`src/rtl/ppr_pkg.sv`:
```
// Shared types, codes and constants for the process priority recompute pipeline.
// Depends on nothing; every other file in rtl/ refers to it by scoped names.
`default_nettype none

package ppr_pkg;

  // Width of load_average * load_multiplier, also the usage divisor width.
  localparam int unsigned LM_W       = 20;
  // Width of cpu_usage * (load*multiplier) before the Q8 shift.
  localparam int unsigned UPROD_W    = 28;
  localparam int unsigned TICK_W     = 10;
  localparam int unsigned PCT_W      = 16;
  localparam int unsigned QUO_W      = 8;
  localparam int unsigned DIV_STAGES = 8;
  localparam int unsigned PCT_STEPS  = PCT_W / DIV_STAGES;

  localparam logic [15:0] DECAY_Q16     = 16'd62340;
  localparam logic [11:0] DECAY_CMP_Q16 = 12'd3196;
  localparam logic [6:0]  PRI_MAX       = 7'd127;
  localparam logic [7:0]  CPU_MAX       = 8'd255;

  // Process states.
  localparam logic [2:0] ST_EMPTY   = 3'd0;
  localparam logic [2:0] ST_SLEEP   = 3'd1;
  localparam logic [2:0] ST_WAIT    = 3'd2;
  localparam logic [2:0] ST_RUN     = 3'd3;
  localparam logic [2:0] ST_CREATE  = 3'd4;
  localparam logic [2:0] ST_ZOMBIE  = 3'd5;
  localparam logic [2:0] ST_STOP    = 3'd6;
  localparam logic [2:0] ST_UNUSED  = 3'd7;

  // Configuration register indexes.
  localparam logic [2:0] CFG_LOAD_AVG   = 3'd0;
  localparam logic [2:0] CFG_LOAD_MUL   = 3'd1;
  localparam logic [2:0] CFG_TICKS      = 3'd2;
  localparam logic [2:0] CFG_USER_BASE  = 3'd3;
  localparam logic [2:0] CFG_NICE_ZERO  = 3'd4;
  localparam logic [2:0] CFG_MEM_LOW    = 3'd5;
  localparam logic [2:0] CFG_CUR_PRI    = 3'd6;
  localparam logic [2:0] CFG_NO_RUNNING = 3'd7;

  typedef struct packed {
    logic [15:0] load_average;
    logic [3:0]  load_multiplier;
    logic [9:0]  ticks_per_second;
    logic [6:0]  user_priority_base;
    logic [5:0]  nice_zero;
    logic        memory_low;
    logic [6:0]  current_priority;
    logic        no_process_running;
  } cfg_t;

  // Record as it travels down the pipeline, with the two divider states.
  typedef struct packed {
    logic              live;
    logic [2:0]        proc_state;
    logic              loaded;
    logic              is_current;
    logic [6:0]        run_time;
    logic [6:0]        sleep_time;
    logic [7:0]        cpu_usage;
    logic [5:0]        nice;
    logic [15:0]       pct_cpu;
    logic              mem_over;
    logic [6:0]        priority_req;
    logic [LM_W-1:0]   udiv_rem;
    logic [LM_W-1:0]   udiv_den;
    logic [QUO_W-1:0]  udiv_quo;
    logic [TICK_W-1:0] pdiv_rem;
    logic [TICK_W-1:0] pdiv_den;
    logic [PCT_W-1:0]  pdiv_quo;
    logic              pct_full;
  } item_t;

  function automatic logic [6:0] sat_inc7(input logic [6:0] v);
    sat_inc7 = (v == PRI_MAX) ? v : v + 7'd1;
  endfunction

endpackage

`default_nettype wire

```
`src/rtl/ppr_cfg_regs.sv`:
```
// Configuration register file of the priority recompute block.
// Depends on ppr_pkg for the register indexes and the cfg_t bundle.
`default_nettype none

module ppr_cfg_regs (
  input  wire logic          clk,
  input  wire logic          rst_n,
  input  wire logic          cfg_we,
  input  wire logic [2:0]    cfg_index,
  input  wire logic [15:0]   cfg_data,
  output ppr_pkg::cfg_t      cfg
);

  ppr_pkg::cfg_t cfg_r;
  ppr_pkg::cfg_t cfg_nxt;

  always_comb begin
    cfg_nxt = cfg_r;
    if (cfg_we) begin
      unique case (cfg_index)
        ppr_pkg::CFG_LOAD_AVG:   cfg_nxt.load_average       = cfg_data;
        ppr_pkg::CFG_LOAD_MUL:   cfg_nxt.load_multiplier    = cfg_data[3:0];
        ppr_pkg::CFG_TICKS:      cfg_nxt.ticks_per_second   = cfg_data[9:0];
        ppr_pkg::CFG_USER_BASE:  cfg_nxt.user_priority_base = cfg_data[6:0];
        ppr_pkg::CFG_NICE_ZERO:  cfg_nxt.nice_zero          = cfg_data[5:0];
        ppr_pkg::CFG_MEM_LOW:    cfg_nxt.memory_low         = cfg_data[0];
        ppr_pkg::CFG_CUR_PRI:    cfg_nxt.current_priority   = cfg_data[6:0];
        ppr_pkg::CFG_NO_RUNNING: cfg_nxt.no_process_running = cfg_data[0];
        default: ;
      endcase
    end
  end

  always_ff @(posedge clk) begin
    if (!rst_n) begin
      cfg_r.load_average       <= 16'd256;
      cfg_r.load_multiplier    <= 4'd2;
      cfg_r.ticks_per_second   <= 10'd100;
      cfg_r.user_priority_base <= 7'd50;
      cfg_r.nice_zero          <= 6'd20;
      cfg_r.memory_low         <= 1'b0;
      cfg_r.current_priority   <= 7'd127;
      cfg_r.no_process_running <= 1'b0;
    end else begin
      cfg_r <= cfg_nxt;
    end
  end

  assign cfg = cfg_r;

endmodule

`default_nettype wire

```
`src/rtl/ppr_front.sv`:
```
// First two pipeline stages: record decode, counters, load product, usage product.
// Depends on ppr_pkg for item_t, cfg_t, state codes and widths.
`default_nettype none

module ppr_front (
  input  wire logic          clk,
  input  wire logic          rst_n,
  input  wire ppr_pkg::cfg_t cfg,
  input  wire logic          in_valid,
  output logic               in_ready,
  input  wire logic [2:0]    in_proc_state,
  input  wire logic          in_loaded,
  input  wire logic          in_is_current,
  input  wire logic [6:0]    in_run_time,
  input  wire logic [6:0]    in_sleep_time,
  input  wire logic [7:0]    in_cpu_usage,
  input  wire logic [5:0]    in_nice,
  input  wire logic [9:0]    in_cpu_ticks,
  input  wire logic [15:0]   in_pct_cpu,
  input  wire logic [23:0]   in_resident_size,
  input  wire logic [23:0]   in_max_resident,
  input  wire logic [6:0]    in_priority_req,
  output logic               dn_valid,
  input  wire logic          dn_ready,
  output ppr_pkg::item_t     dn_item
);

  logic                           s1_valid_r;
  ppr_pkg::item_t                 s1_item_r;
  ppr_pkg::item_t                 s1_nxt;
  logic                           s2_valid_r;
  ppr_pkg::item_t                 s2_item_r;
  ppr_pkg::item_t                 s2_nxt;
  logic                           s1_ready;
  logic                           s2_ready;
  logic                           live;
  logic                           sleeping;
  logic [ppr_pkg::TICK_W-1:0]     hz_eff;
  logic                           ticks_full;
  logic [ppr_pkg::UPROD_W-1:0]    uprod;

  assign s2_ready = !s2_valid_r || dn_ready;
  assign s1_ready = !s1_valid_r || s2_ready;
  assign in_ready = s1_ready;

  // Stage 1: classify the record, bump counters, form load*multiplier.
  always_comb begin
    case (in_proc_state) inside
      ppr_pkg::ST_EMPTY, ppr_pkg::ST_ZOMBIE, ppr_pkg::ST_UNUSED: live = 1'b0;
      default: live = 1'b1;
    endcase
    case (in_proc_state) inside
      ppr_pkg::ST_SLEEP, ppr_pkg::ST_STOP: sleeping = 1'b1;
      default: sleeping = 1'b0;
    endcase
    hz_eff     = (cfg.ticks_per_second == '0) ? ppr_pkg::TICK_W'(1) : cfg.ticks_per_second;
    ticks_full = (in_cpu_ticks >= hz_eff);

    s1_nxt.live         = live;
    s1_nxt.proc_state   = in_proc_state;
    s1_nxt.loaded       = in_loaded;
    s1_nxt.is_current   = in_is_current;
    s1_nxt.run_time     = live ? ppr_pkg::sat_inc7(in_run_time) : in_run_time;
    s1_nxt.sleep_time   = (live && sleeping) ? ppr_pkg::sat_inc7(in_sleep_time)
                                             : in_sleep_time;
    s1_nxt.cpu_usage    = in_cpu_usage;
    s1_nxt.nice         = in_nice;
    s1_nxt.pct_cpu      = in_pct_cpu;
    s1_nxt.mem_over     = (in_resident_size > in_max_resident);
    s1_nxt.priority_req = in_priority_req;
    s1_nxt.udiv_rem     = '0;
    // Holds load*multiplier until stage 2 turns it into the divisor.
    s1_nxt.udiv_den     = ppr_pkg::LM_W'(cfg.load_average) *
                          ppr_pkg::LM_W'(cfg.load_multiplier);
    s1_nxt.udiv_quo     = '0;
    s1_nxt.pdiv_rem     = ticks_full ? '0 : in_cpu_ticks;
    s1_nxt.pdiv_den     = hz_eff;
    s1_nxt.pdiv_quo     = '0;
    s1_nxt.pct_full     = ticks_full;
  end

  // Stage 2: t = cpu*lm >> 8 becomes the first partial remainder, divisor lm + 256.
  always_comb begin
    uprod             = ppr_pkg::UPROD_W'(s1_item_r.cpu_usage) *
                        ppr_pkg::UPROD_W'(s1_item_r.udiv_den);
    s2_nxt            = s1_item_r;
    s2_nxt.udiv_rem   = uprod[ppr_pkg::UPROD_W-1:8];
    s2_nxt.udiv_den   = s1_item_r.udiv_den + ppr_pkg::LM_W'(256);
  end

  always_ff @(posedge clk) begin
    if (!rst_n) begin
      s1_valid_r <= 1'b0;
      s2_valid_r <= 1'b0;
    end else begin
      if (s1_ready) begin
        s1_valid_r <= in_valid;
      end
      if (s2_ready) begin
        s2_valid_r <= s1_valid_r;
      end
    end
  end

  always_ff @(posedge clk) begin
    if (s1_ready && in_valid) begin
      s1_item_r <= s1_nxt;
    end
    if (s2_ready && s1_valid_r) begin
      s2_item_r <= s2_nxt;
    end
  end

  assign dn_valid = s2_valid_r;
  assign dn_item  = s2_item_r;

endmodule

`default_nettype wire

```
`src/rtl/ppr_div_step.sv`:
```
// One divider stage: one quotient bit of the usage decay, two of the tick fraction.
// Depends on ppr_pkg for item_t and widths.
`default_nettype none

module ppr_div_step (
  input  wire logic           clk,
  input  wire logic           rst_n,
  input  wire logic           up_valid,
  output logic                up_ready,
  input  wire ppr_pkg::item_t up_item,
  output logic                dn_valid,
  input  wire logic           dn_ready,
  output ppr_pkg::item_t      dn_item
);

  logic                         valid_r;
  ppr_pkg::item_t               item_r;
  ppr_pkg::item_t               item_nxt;
  logic [ppr_pkg::LM_W:0]       urem2;
  logic [ppr_pkg::TICK_W:0]     prem2;

  assign up_ready = !valid_r || dn_ready;

  // The partial remainder always stays below the divisor, so each step is a
  // shift, one compare and a conditional subtract.
  always_comb begin
    item_nxt = up_item;

    urem2 = {up_item.udiv_rem, 1'b0};
    if (urem2 >= {1'b0, up_item.udiv_den}) begin
      urem2 = urem2 - {1'b0, up_item.udiv_den};
      item_nxt.udiv_quo = {up_item.udiv_quo[ppr_pkg::QUO_W-2:0], 1'b1};
    end else begin
      item_nxt.udiv_quo = {up_item.udiv_quo[ppr_pkg::QUO_W-2:0], 1'b0};
    end
    item_nxt.udiv_rem = urem2[ppr_pkg::LM_W-1:0];

    for (int k = 0; k < int'(ppr_pkg::PCT_STEPS); k++) begin
      prem2 = {item_nxt.pdiv_rem, 1'b0};
      if (prem2 >= {1'b0, up_item.pdiv_den}) begin
        prem2 = prem2 - {1'b0, up_item.pdiv_den};
        item_nxt.pdiv_quo = {item_nxt.pdiv_quo[ppr_pkg::PCT_W-2:0], 1'b1};
      end else begin
        item_nxt.pdiv_quo = {item_nxt.pdiv_quo[ppr_pkg::PCT_W-2:0], 1'b0};
      end
      item_nxt.pdiv_rem = prem2[ppr_pkg::TICK_W-1:0];
    end
  end

  always_ff @(posedge clk) begin
    if (!rst_n) begin
      valid_r <= 1'b0;
    end else if (up_ready) begin
      valid_r <= up_valid;
    end
  end

  always_ff @(posedge clk) begin
    if (up_ready && up_valid) begin
      item_r <= item_nxt;
    end
  end

  assign dn_valid = valid_r;
  assign dn_item  = item_r;

endmodule

`default_nettype wire

```
`src/rtl/ppr_back.sv`:
```
// Last two stages: decay products and usage clamp, then priority and output register.
// Depends on ppr_pkg for item_t, cfg_t, state codes and constants.
`default_nettype none

module ppr_back (
  input  wire logic           clk,
  input  wire logic           rst_n,
  input  wire ppr_pkg::cfg_t  cfg,
  input  wire logic           up_valid,
  output logic                up_ready,
  input  wire ppr_pkg::item_t up_item,
  output logic                out_valid,
  input  wire logic           out_ready,
  output logic                out_active,
  output logic [6:0]          out_new_run_time,
  output logic [6:0]          out_new_sleep_time,
  output logic [7:0]          out_new_cpu_usage,
  output logic [15:0]         out_new_pct_cpu,
  output logic [6:0]          out_user_priority,
  output logic [6:0]          out_new_priority,
  output logic                out_requeue,
  output logic                out_reschedule
);

  // Stage A registers.
  logic               a_valid_r;
  ppr_pkg::item_t     a_item_r;
  logic [7:0]         a_cpu_r;
  logic signed [6:0]  a_nz_r;
  logic [31:0]        a_prod_pct_r;
  logic [28:0]        a_prod_f_r;
  logic [7:0]         a_cpu_nxt;
  logic signed [6:0]  a_nz_nxt;
  logic [31:0]        a_prod_pct_nxt;
  logic [28:0]        a_prod_f_nxt;
  logic [16:0]        frac;
  logic signed [9:0]  usage_sum;

  // Output register.
  logic               o_valid_r;
  logic               o_active_r;
  logic [6:0]         o_run_r;
  logic [6:0]         o_sleep_r;
  logic [7:0]         o_cpu_r;
  logic [15:0]        o_pct_r;
  logic [6:0]         o_usr_r;
  logic [6:0]         o_npri_r;
  logic               o_rq_r;
  logic               o_resched_r;
  logic [7:0]         o_cpu_nxt;
  logic [15:0]        o_pct_nxt;
  logic [6:0]         o_usr_nxt;
  logic [6:0]         o_npri_nxt;
  logic               o_rq_nxt;
  logic               o_resched_nxt;
  logic [32:0]        pct_sum;
  logic [15:0]        pct_dec;
  logic signed [9:0]  pri_sum;
  logic [6:0]         usr;

  logic               a_ready;
  logic               o_ready;

  assign o_ready  = !o_valid_r || out_ready;
  assign a_ready  = !a_valid_r || o_ready;
  assign up_ready = a_ready;

  // Stage A: the two decay products and the clamped usage.
  always_comb begin
    frac           = up_item.pct_full ? 17'h10000 : {1'b0, up_item.pdiv_quo};
    a_prod_pct_nxt = {16'd0, ppr_pkg::DECAY_Q16} * {16'd0, up_item.pct_cpu};
    a_prod_f_nxt   = {17'd0, ppr_pkg::DECAY_CMP_Q16} * {12'd0, frac};
    a_nz_nxt       = $signed({1'b0, up_item.nice}) - $signed({1'b0, cfg.nice_zero});
    usage_sum      = $signed({2'b00, up_item.udiv_quo}) +
                     $signed({{3{a_nz_nxt[6]}}, a_nz_nxt});
    if (usage_sum < 10'sd0) begin
      a_cpu_nxt = '0;
    end else if (usage_sum > 10'sd255) begin
      a_cpu_nxt = ppr_pkg::CPU_MAX;
    end else begin
      a_cpu_nxt = usage_sum[7:0];
    end
  end

  // Stage B: rounded percent, user priority, queue and reschedule flags.
  always_comb begin
    pct_sum = {1'b0, a_prod_pct_r} + {4'd0, a_prod_f_r} + 33'd32768;
    pct_dec = pct_sum[32] ? 16'hFFFF : pct_sum[31:16];

    pri_sum = $signed({4'd0, a_cpu_r[7:2]}) +
              $signed({3'd0, cfg.user_priority_base}) +
              $signed({{2{a_nz_r[6]}}, a_nz_r, 1'b0}) +
              ((a_item_r.mem_over && cfg.memory_low) ? 10'sd8 : 10'sd0);
    if (pri_sum < 10'sd0) begin
      usr = '0;
    end else if (pri_sum > 10'sd127) begin
      usr = ppr_pkg::PRI_MAX;
    end else begin
      usr = pri_sum[6:0];
    end

    o_cpu_nxt     = a_cpu_r;
    o_pct_nxt     = a_item_r.loaded ? pct_dec : a_item_r.pct_cpu;
    o_usr_nxt     = usr;
    o_resched_nxt = (usr < cfg.current_priority);
    o_npri_nxt    = a_item_r.priority_req;
    o_rq_nxt      = 1'b0;
    if (a_item_r.priority_req >= cfg.user_priority_base) begin
      o_npri_nxt = usr;
      o_rq_nxt   = (!a_item_r.is_current || cfg.no_process_running) &&
                   (a_item_r.proc_state == ppr_pkg::ST_RUN) &&
                   a_item_r.loaded && (a_item_r.priority_req != usr);
    end

    // Empty, zombie and unused records leave unchanged, with the derived flags cleared.
    if (!a_item_r.live) begin
      o_cpu_nxt     = a_item_r.cpu_usage;
      o_pct_nxt     = a_item_r.pct_cpu;
      o_usr_nxt     = '0;
      o_resched_nxt = 1'b0;
      o_npri_nxt    = a_item_r.priority_req;
      o_rq_nxt      = 1'b0;
    end
  end

  always_ff @(posedge clk) begin
    if (!rst_n) begin
      a_valid_r <= 1'b0;
      o_valid_r <= 1'b0;
    end else begin
      if (a_ready) begin
        a_valid_r <= up_valid;
      end
      if (o_ready) begin
        o_valid_r <= a_valid_r;
      end
    end
  end

  always_ff @(posedge clk) begin
    if (a_ready && up_valid) begin
      a_item_r     <= up_item;
      a_cpu_r      <= a_cpu_nxt;
      a_nz_r       <= a_nz_nxt;
      a_prod_pct_r <= a_prod_pct_nxt;
      a_prod_f_r   <= a_prod_f_nxt;
    end
    if (o_ready && a_valid_r) begin
      o_active_r  <= a_item_r.live;
      o_run_r     <= a_item_r.run_time;
      o_sleep_r   <= a_item_r.sleep_time;
      o_cpu_r     <= o_cpu_nxt;
      o_pct_r     <= o_pct_nxt;
      o_usr_r     <= o_usr_nxt;
      o_npri_r    <= o_npri_nxt;
      o_rq_r      <= o_rq_nxt;
      o_resched_r <= o_resched_nxt;
    end
  end

  assign out_valid          = o_valid_r;
  assign out_active         = o_active_r;
  assign out_new_run_time   = o_run_r;
  assign out_new_sleep_time = o_sleep_r;
  assign out_new_cpu_usage  = o_cpu_r;
  assign out_new_pct_cpu    = o_pct_r;
  assign out_user_priority  = o_usr_r;
  assign out_new_priority   = o_npri_r;
  assign out_requeue        = o_rq_r;
  assign out_reschedule     = o_resched_r;

endmodule

`default_nettype wire

```
`src/rtl/process_priority_recompute.sv`:
```
// Top level of the once-per-second process priority recompute pipeline.
// Depends on ppr_pkg, ppr_cfg_regs, ppr_front, ppr_div_step and ppr_back.
//
//   Port group  Direction  Handshake          Carries
//   in_*        input      in_valid/in_ready  one process record per beat
//   out_*       output     out_valid/out_ready one recomputed record per beat
//   cfg_*       input      cfg_we, no wait    register index and write data
//
// Every record passes twelve register stages: two front stages, eight divider
// stages and two back stages. One record enters per cycle while the output
// side is not stalled. The depth is set mostly by the eight-stage divider,
// which yields one bit of the usage quotient and two bits of the tick
// fraction per stage.
// Reset is synchronous and active low; it empties the pipeline and loads the
// register defaults. Each stage holds its beat while the stage after it is
// full, so a stalled output only backs up as far as the first empty stage.
`default_nettype none

module process_priority_recompute (
  input  wire logic          clk,
  input  wire logic          rst_n,
  // Configuration writes.
  input  wire logic          cfg_we,
  input  wire logic [2:0]    cfg_index,
  input  wire logic [15:0]   cfg_data,
  // Record input.
  input  wire logic          in_valid,
  output logic               in_ready,
  input  wire logic [2:0]    in_proc_state,
  input  wire logic          in_loaded,
  input  wire logic          in_is_current,
  input  wire logic [6:0]    in_run_time,
  input  wire logic [6:0]    in_sleep_time,
  input  wire logic [7:0]    in_cpu_usage,
  input  wire logic [5:0]    in_nice,
  input  wire logic [9:0]    in_cpu_ticks,
  input  wire logic [15:0]   in_pct_cpu,
  input  wire logic [23:0]   in_resident_size,
  input  wire logic [23:0]   in_max_resident,
  input  wire logic [6:0]    in_priority_req,
  // Result output.
  output logic               out_valid,
  input  wire logic          out_ready,
  output logic               out_active,
  output logic [6:0]         out_new_run_time,
  output logic [6:0]         out_new_sleep_time,
  output logic [7:0]         out_new_cpu_usage,
  output logic [15:0]        out_new_pct_cpu,
  output logic [6:0]         out_user_priority,
  output logic [6:0]         out_new_priority,
  output logic               out_requeue,
  output logic               out_reschedule
);

  ppr_pkg::cfg_t                        cfg;
  logic [ppr_pkg::DIV_STAGES:0]         chain_valid;
  logic [ppr_pkg::DIV_STAGES:0]         chain_ready;
  ppr_pkg::item_t                       chain_item [ppr_pkg::DIV_STAGES+1];

  // Registers feed front and back directly; user writes must only happen while
  // the pipeline is empty, so no record sees a mix of settings (not enforced).
  ppr_cfg_regs u_cfg (
    .clk       (clk),
    .rst_n     (rst_n),
    .cfg_we    (cfg_we),
    .cfg_index (cfg_index),
    .cfg_data  (cfg_data),
    .cfg       (cfg)
  );

  // Decode, saturating counters, load product and the usage product.
  ppr_front u_front (
    .clk              (clk),
    .rst_n            (rst_n),
    .cfg              (cfg),
    .in_valid         (in_valid),
    .in_ready         (in_ready),
    .in_proc_state    (in_proc_state),
    .in_loaded        (in_loaded),
    .in_is_current    (in_is_current),
    .in_run_time      (in_run_time),
    .in_sleep_time    (in_sleep_time),
    .in_cpu_usage     (in_cpu_usage),
    .in_nice          (in_nice),
    .in_cpu_ticks     (in_cpu_ticks),
    .in_pct_cpu       (in_pct_cpu),
    .in_resident_size (in_resident_size),
    .in_max_resident  (in_max_resident),
    .in_priority_req  (in_priority_req),
    .dn_valid         (chain_valid[0]),
    .dn_ready         (chain_ready[0]),
    .dn_item          (chain_item[0])
  );

  // Two restoring dividers share the chain: the usage decay
  // (t*256)/(lm+256), whose quotient is known to fit eight bits, and the
  // tick fraction (ticks*65536)/hz, sixteen bits unless ticks reach hz.
  for (genvar g = 0; g < int'(ppr_pkg::DIV_STAGES); g++) begin : g_div
    ppr_div_step u_step (
      .clk      (clk),
      .rst_n    (rst_n),
      .up_valid (chain_valid[g]),
      .up_ready (chain_ready[g]),
      .up_item  (chain_item[g]),
      .dn_valid (chain_valid[g+1]),
      .dn_ready (chain_ready[g+1]),
      .dn_item  (chain_item[g+1])
    );
  end

  // Percent decay with round half up, clamped usage, user priority, flags.
  ppr_back u_back (
    .clk                (clk),
    .rst_n              (rst_n),
    .cfg                (cfg),
    .up_valid           (chain_valid[ppr_pkg::DIV_STAGES]),
    .up_ready           (chain_ready[ppr_pkg::DIV_STAGES]),
    .up_item            (chain_item[ppr_pkg::DIV_STAGES]),
    .out_valid          (out_valid),
    .out_ready          (out_ready),
    .out_active         (out_active),
    .out_new_run_time   (out_new_run_time),
    .out_new_sleep_time (out_new_sleep_time),
    .out_new_cpu_usage  (out_new_cpu_usage),
    .out_new_pct_cpu    (out_new_pct_cpu),
    .out_user_priority  (out_user_priority),
    .out_new_priority   (out_new_priority),
    .out_requeue        (out_requeue),
    .out_reschedule     (out_reschedule)
  );

  // The input can only be held off when every stage is full and the
  // output beat is waiting.
  a_backpressure_source: assert property (@(posedge clk) disable iff (!rst_n)
    !in_ready |-> (out_valid && !out_ready))
    else $error("input stalled while the output side could move");

  // Passed-through records carry no derived priority or flags.
  a_passthrough_clean: assert property (@(posedge clk) disable iff (!rst_n)
    (out_valid && !out_active) |->
      (out_user_priority == '0 && !out_requeue && !out_reschedule))
    else $error("inactive record carries derived fields");

  // A run-queue move only happens for a live record that took its new priority.
  a_requeue_priority: assert property (@(posedge clk) disable iff (!rst_n)
    (out_valid && out_requeue) |->
      (out_active && out_new_priority == out_user_priority))
    else $error("requeue without a matching new priority");

  // A live record never leaves its resident-seconds counter at zero.
  a_run_time_moves: assert property (@(posedge clk) disable iff (!rst_n)
    (out_valid && out_active) |-> (out_new_run_time != '0))
    else $error("live record left run time at zero");

endmodule

`default_nettype wire

```
`config.mk`:
```
export PLATFORM = sky130hd
export DESIGN_NAME = process_priority_recompute
export DESIGN_NICKNAME = d
export VERILOG_FILES = /design/src/rtl/ppr_pkg.sv /design/src/rtl/ppr_cfg_regs.sv /design/src/rtl/ppr_front.sv /design/src/rtl/ppr_div_step.sv /design/src/rtl/ppr_back.sv /design/src/rtl/process_priority_recompute.sv
export SDC_FILE = /design/constraint.sdc
export NUM_CORES = 2
export LEC_CHECK = 0
export ABC_AREA = 0
export BUFFER_PORTS_ARGS = -buffer_cell sky130_fd_sc_hd__clkbuf_2
export CORE_MARGIN = 5
export CORE_UTILIZATION = 50
export DETAILED_ROUTE_END_ITERATION = 12
export PLACE_DENSITY = 0.66
export SLEW_MARGIN = 20
export SYNTH_ARGS = -nofsm -noshare
export SYNTH_HDL_FRONTEND = slang
export SYNTH_HIERARCHICAL = 1
export SYNTH_SLANG_ARGS = --single-unit
```
`constraint.sdc`:
```
create_clock -name clk -period 10 [get_ports clk]
set_clock_uncertainty 0.2 [all_clocks]
set_input_delay 0.5 -clock clk [delete_from_list [all_inputs] [get_ports clk]]
set_output_delay 0.5 -clock clk [all_outputs]
set_load 0.005 [all_outputs]
```
==> flow_summary.yaml <==
clocking:
  clockRootBuffer: "clkbuf_16"
  clock_latency_ns: 0.77
  post_cts_resized: 0
  cts_tree: "yes"
  clkTransAtPathRegs_ns: 0.06
  ctsHtreeMaxLevel: 4
  cts_buffers: 155
  cts.sink_count: 1456
  clockBufferDepth: 3
pwr:
  power_mw: 14.6
  peakVddDrop_mv: 0.188
  pwr_density_cell_nw_per_um2: 162
  p_leak_nw: 36.7
global_routing:
  grt.total_usage_pct: 19.8
  antenna_found_initial: 4
  grt_max_degree: 89
  grt_pass1_vias: 48500
  grt_overflow: 0
  grt_pass1_wl_mm: 264
floorplanning:
  ioPinCount: 195
  num_rows: 147
  start_util_pct: 50.2
  die_y_um: 411
  die-area_um2: 169000
  core_area_um2: 160000
  fp.dieW_um: 411
yosys:
  yosysWarnings: 6
  mappedNetlistArea_um2: 80500
  synth_fp_nets: 7331
  syn_area_per_cell_um2: 13.0
  synthCells: 6211
sta:
  hold_viol: 0
  fmax_mhz: 152
  final.setup.tns_ns: 0
  setup_viol: 0
  worstMarginPinSlew_ns: 1.04
  rsz0062_at_grt: "no"
  fin_crit_ns: 6.60
  max_slew_margin_pct: 30.4
  finalCritPeriodShare_pct: 66.0
  slew_viol_final: 0
placed_design:
  hpwl_mm: 125
  portBuffers: 194
  place.gp.congestion: 0.884
routing:
  drt_iter0_markers: 2964
  route.antenna.remaining_nets: 0
  via_per_inst: 5.32
  wl_mm: 166
  first_pass_iters: 5
  post-route-drc-count: 0
  num_vias: 47200
  avgRoutedWirePerCell_um: 18.7
run:
  maxCapViolCount: 0
cells_and_area:
  fin_nets: 7706
  areaGrowthSynthToFinish_pct: 11.9
  layout-drive-gt1-share_pct: 10.8
critical_path:
  cp_common_cell: "inv_1"
  path_cells: "inv_1, nand2_1, inv_1, fa_1, ha_1, ha_1, inv_1, fa_1, inv_1, fa_1, ha_1, nand2_1, o211ai_1, o21ai_0, a221oi_1, a31oi_1, a21oi_1, nand4_1, o2111ai_1, a21oi_1, xnor2_1"
  worst-path-max-fanout: 15
  crit_path_max_incr_delay_ns: 0.55
  timing.rr.end: "u_back/a_prod_f_r[26]"
  end_kind: "flip-flop"
  r2r_slack_ns: 3.40
  cp.arrival_ns: 6.92
  cp_slowest_cell: "edfxtp_1"
  reg2reg_depth: 21
  startpoint_type: "flip-flop"
  critPathRequiredTime_ns: 10.32
  r2r_start: "g_div[7].u_step/dn_item[0]"
  critPathKind: "reg2reg"
worst_hold_path:
  hold_path_class: "in2reg"
  min_to: "u_back/a_valid_r"
  hold_depth: 4
  hp-start: "out_ready"
run_status:
  status: "complete, no violations"
[worst max-delay path: cells and delay by family (launching register included)]
family / cells / cell delay, ns
adders and majority gates: 6 / 2.41
buffers and inverters: 4 / 0.86
xor gates and xnor gates: 1 / 0.15
and+or+nand+nor: 3 / 0.45
AOI/OAI and AO/OA: 7 / 1.72
DFF: 1 / 0.55
[sequential cells by signal, indices dropped and copies added, names as in the netlist, 16 cells and up]
name / flops
g_div.u_step/dn_item: 1000
u_front/dn_item: 119
u_front/s1_item_r: 99
u_back/a_prod_pct_r: 25
u_cfg/cfg: 52
u_back/a_prod_f_r: 27
u_back/a_item_r: 52
u_back/out_new_pct_cpu: 16
[what timing repair did]
action	4_1_cts	5_1_grt
hold buffers	91	0
setup endpoints to repair	0	0
buffers inserted	0	0
endpoints found under the hold margin	107	0
[routing by layer]
metal,wire (µm),global-route usage [%],up-vias
li1,-,-,23000
met1,72500,25.8,23000
met2,82900,34.9,936
met3,7010,2.90,224
met4,3810,5.14,0
met5,0,0,-
[how the worst max path moves through the flow]
stage | from | to | slack, ns | cells past startpoint
floorplan | out_ready | u_front/dn_item[0] | 2.29 | 12
global placement | g_div[7].u_step/dn_item[0] | u_back/a_prod_f_r[23] | 3.49 | 20
detailed placement | g_div[7].u_step/dn_item[0] | u_back/a_prod_f_r[26] | 3.39 | 21
CTS | g_div[7].u_step/dn_item[0] | u_back/a_prod_f_r[26] | 3.37 | 21
global route | g_div[7].u_step/dn_item[0] | u_back/a_prod_f_r[26] | 2.91 | 21
finish | g_div[7].u_step/dn_item[0] | u_back/a_prod_f_r[26] | 3.40 | 21
[through the flow]
stage	instances	area (µm²)	utilization, %	setup slack, ns	hold slack, ns
after floorplan	6211	80500	-	2.29	0.200
after global routing	8876	90100	56.2	2.91	0.0834
final	8877	90100	56.2	3.40	0.112
after global placement	8498	84000	52.4	3.49	0.200
after CTS	8876	90100	56.2	3.37	0.0483
after detailed placement	8498	84000	52.4	3.39	0.205
[placed cells by master, fill, tap and decap left out, drive strengths merged, types with 36 or more instances in the layout]
master,count
fa,280
nor2b,101
xnor2,228
nand2b,63
mux2,205
nand2,363
nor2,257
nand4,42
edfxtp,1392
and3,36
xor2,101
o21a,57
nand3,73
mux2i,83
buf,38
dfxtp,64
and2,173
o21bai,46
a21o,163
nor3,76
a21oi,291
dlygate4sd3,91
clkinv,61
ha,702
o21ai,188
inv,742
clkbuf,380
[cell type report]
type / count / area [µm²]
Timing Repair Buffer: 322 / 2160
Sequential cell: 1456 / 43100
Clock buffer: 187 / 4050
Fill cell: 13100 / 70300
Clock inverter: 100 / 1130
Multi-Input combinational cell: 3918 / 34300
Tap cell: 2160 / 2700
Antenna cell: 1 / 2.50
Inverter: 733 / 2750
[report_power, final]
part / internal [mW] / switching, mW / leakage [nW]
Clock: 3.32 / 2.39 / 2.49
Sequential: 6.83 / 0.0938 / 13.2
Combinational: 0.871 / 1.09 / 21.0
Note: power is estimated with default switching activity, not from simulation.
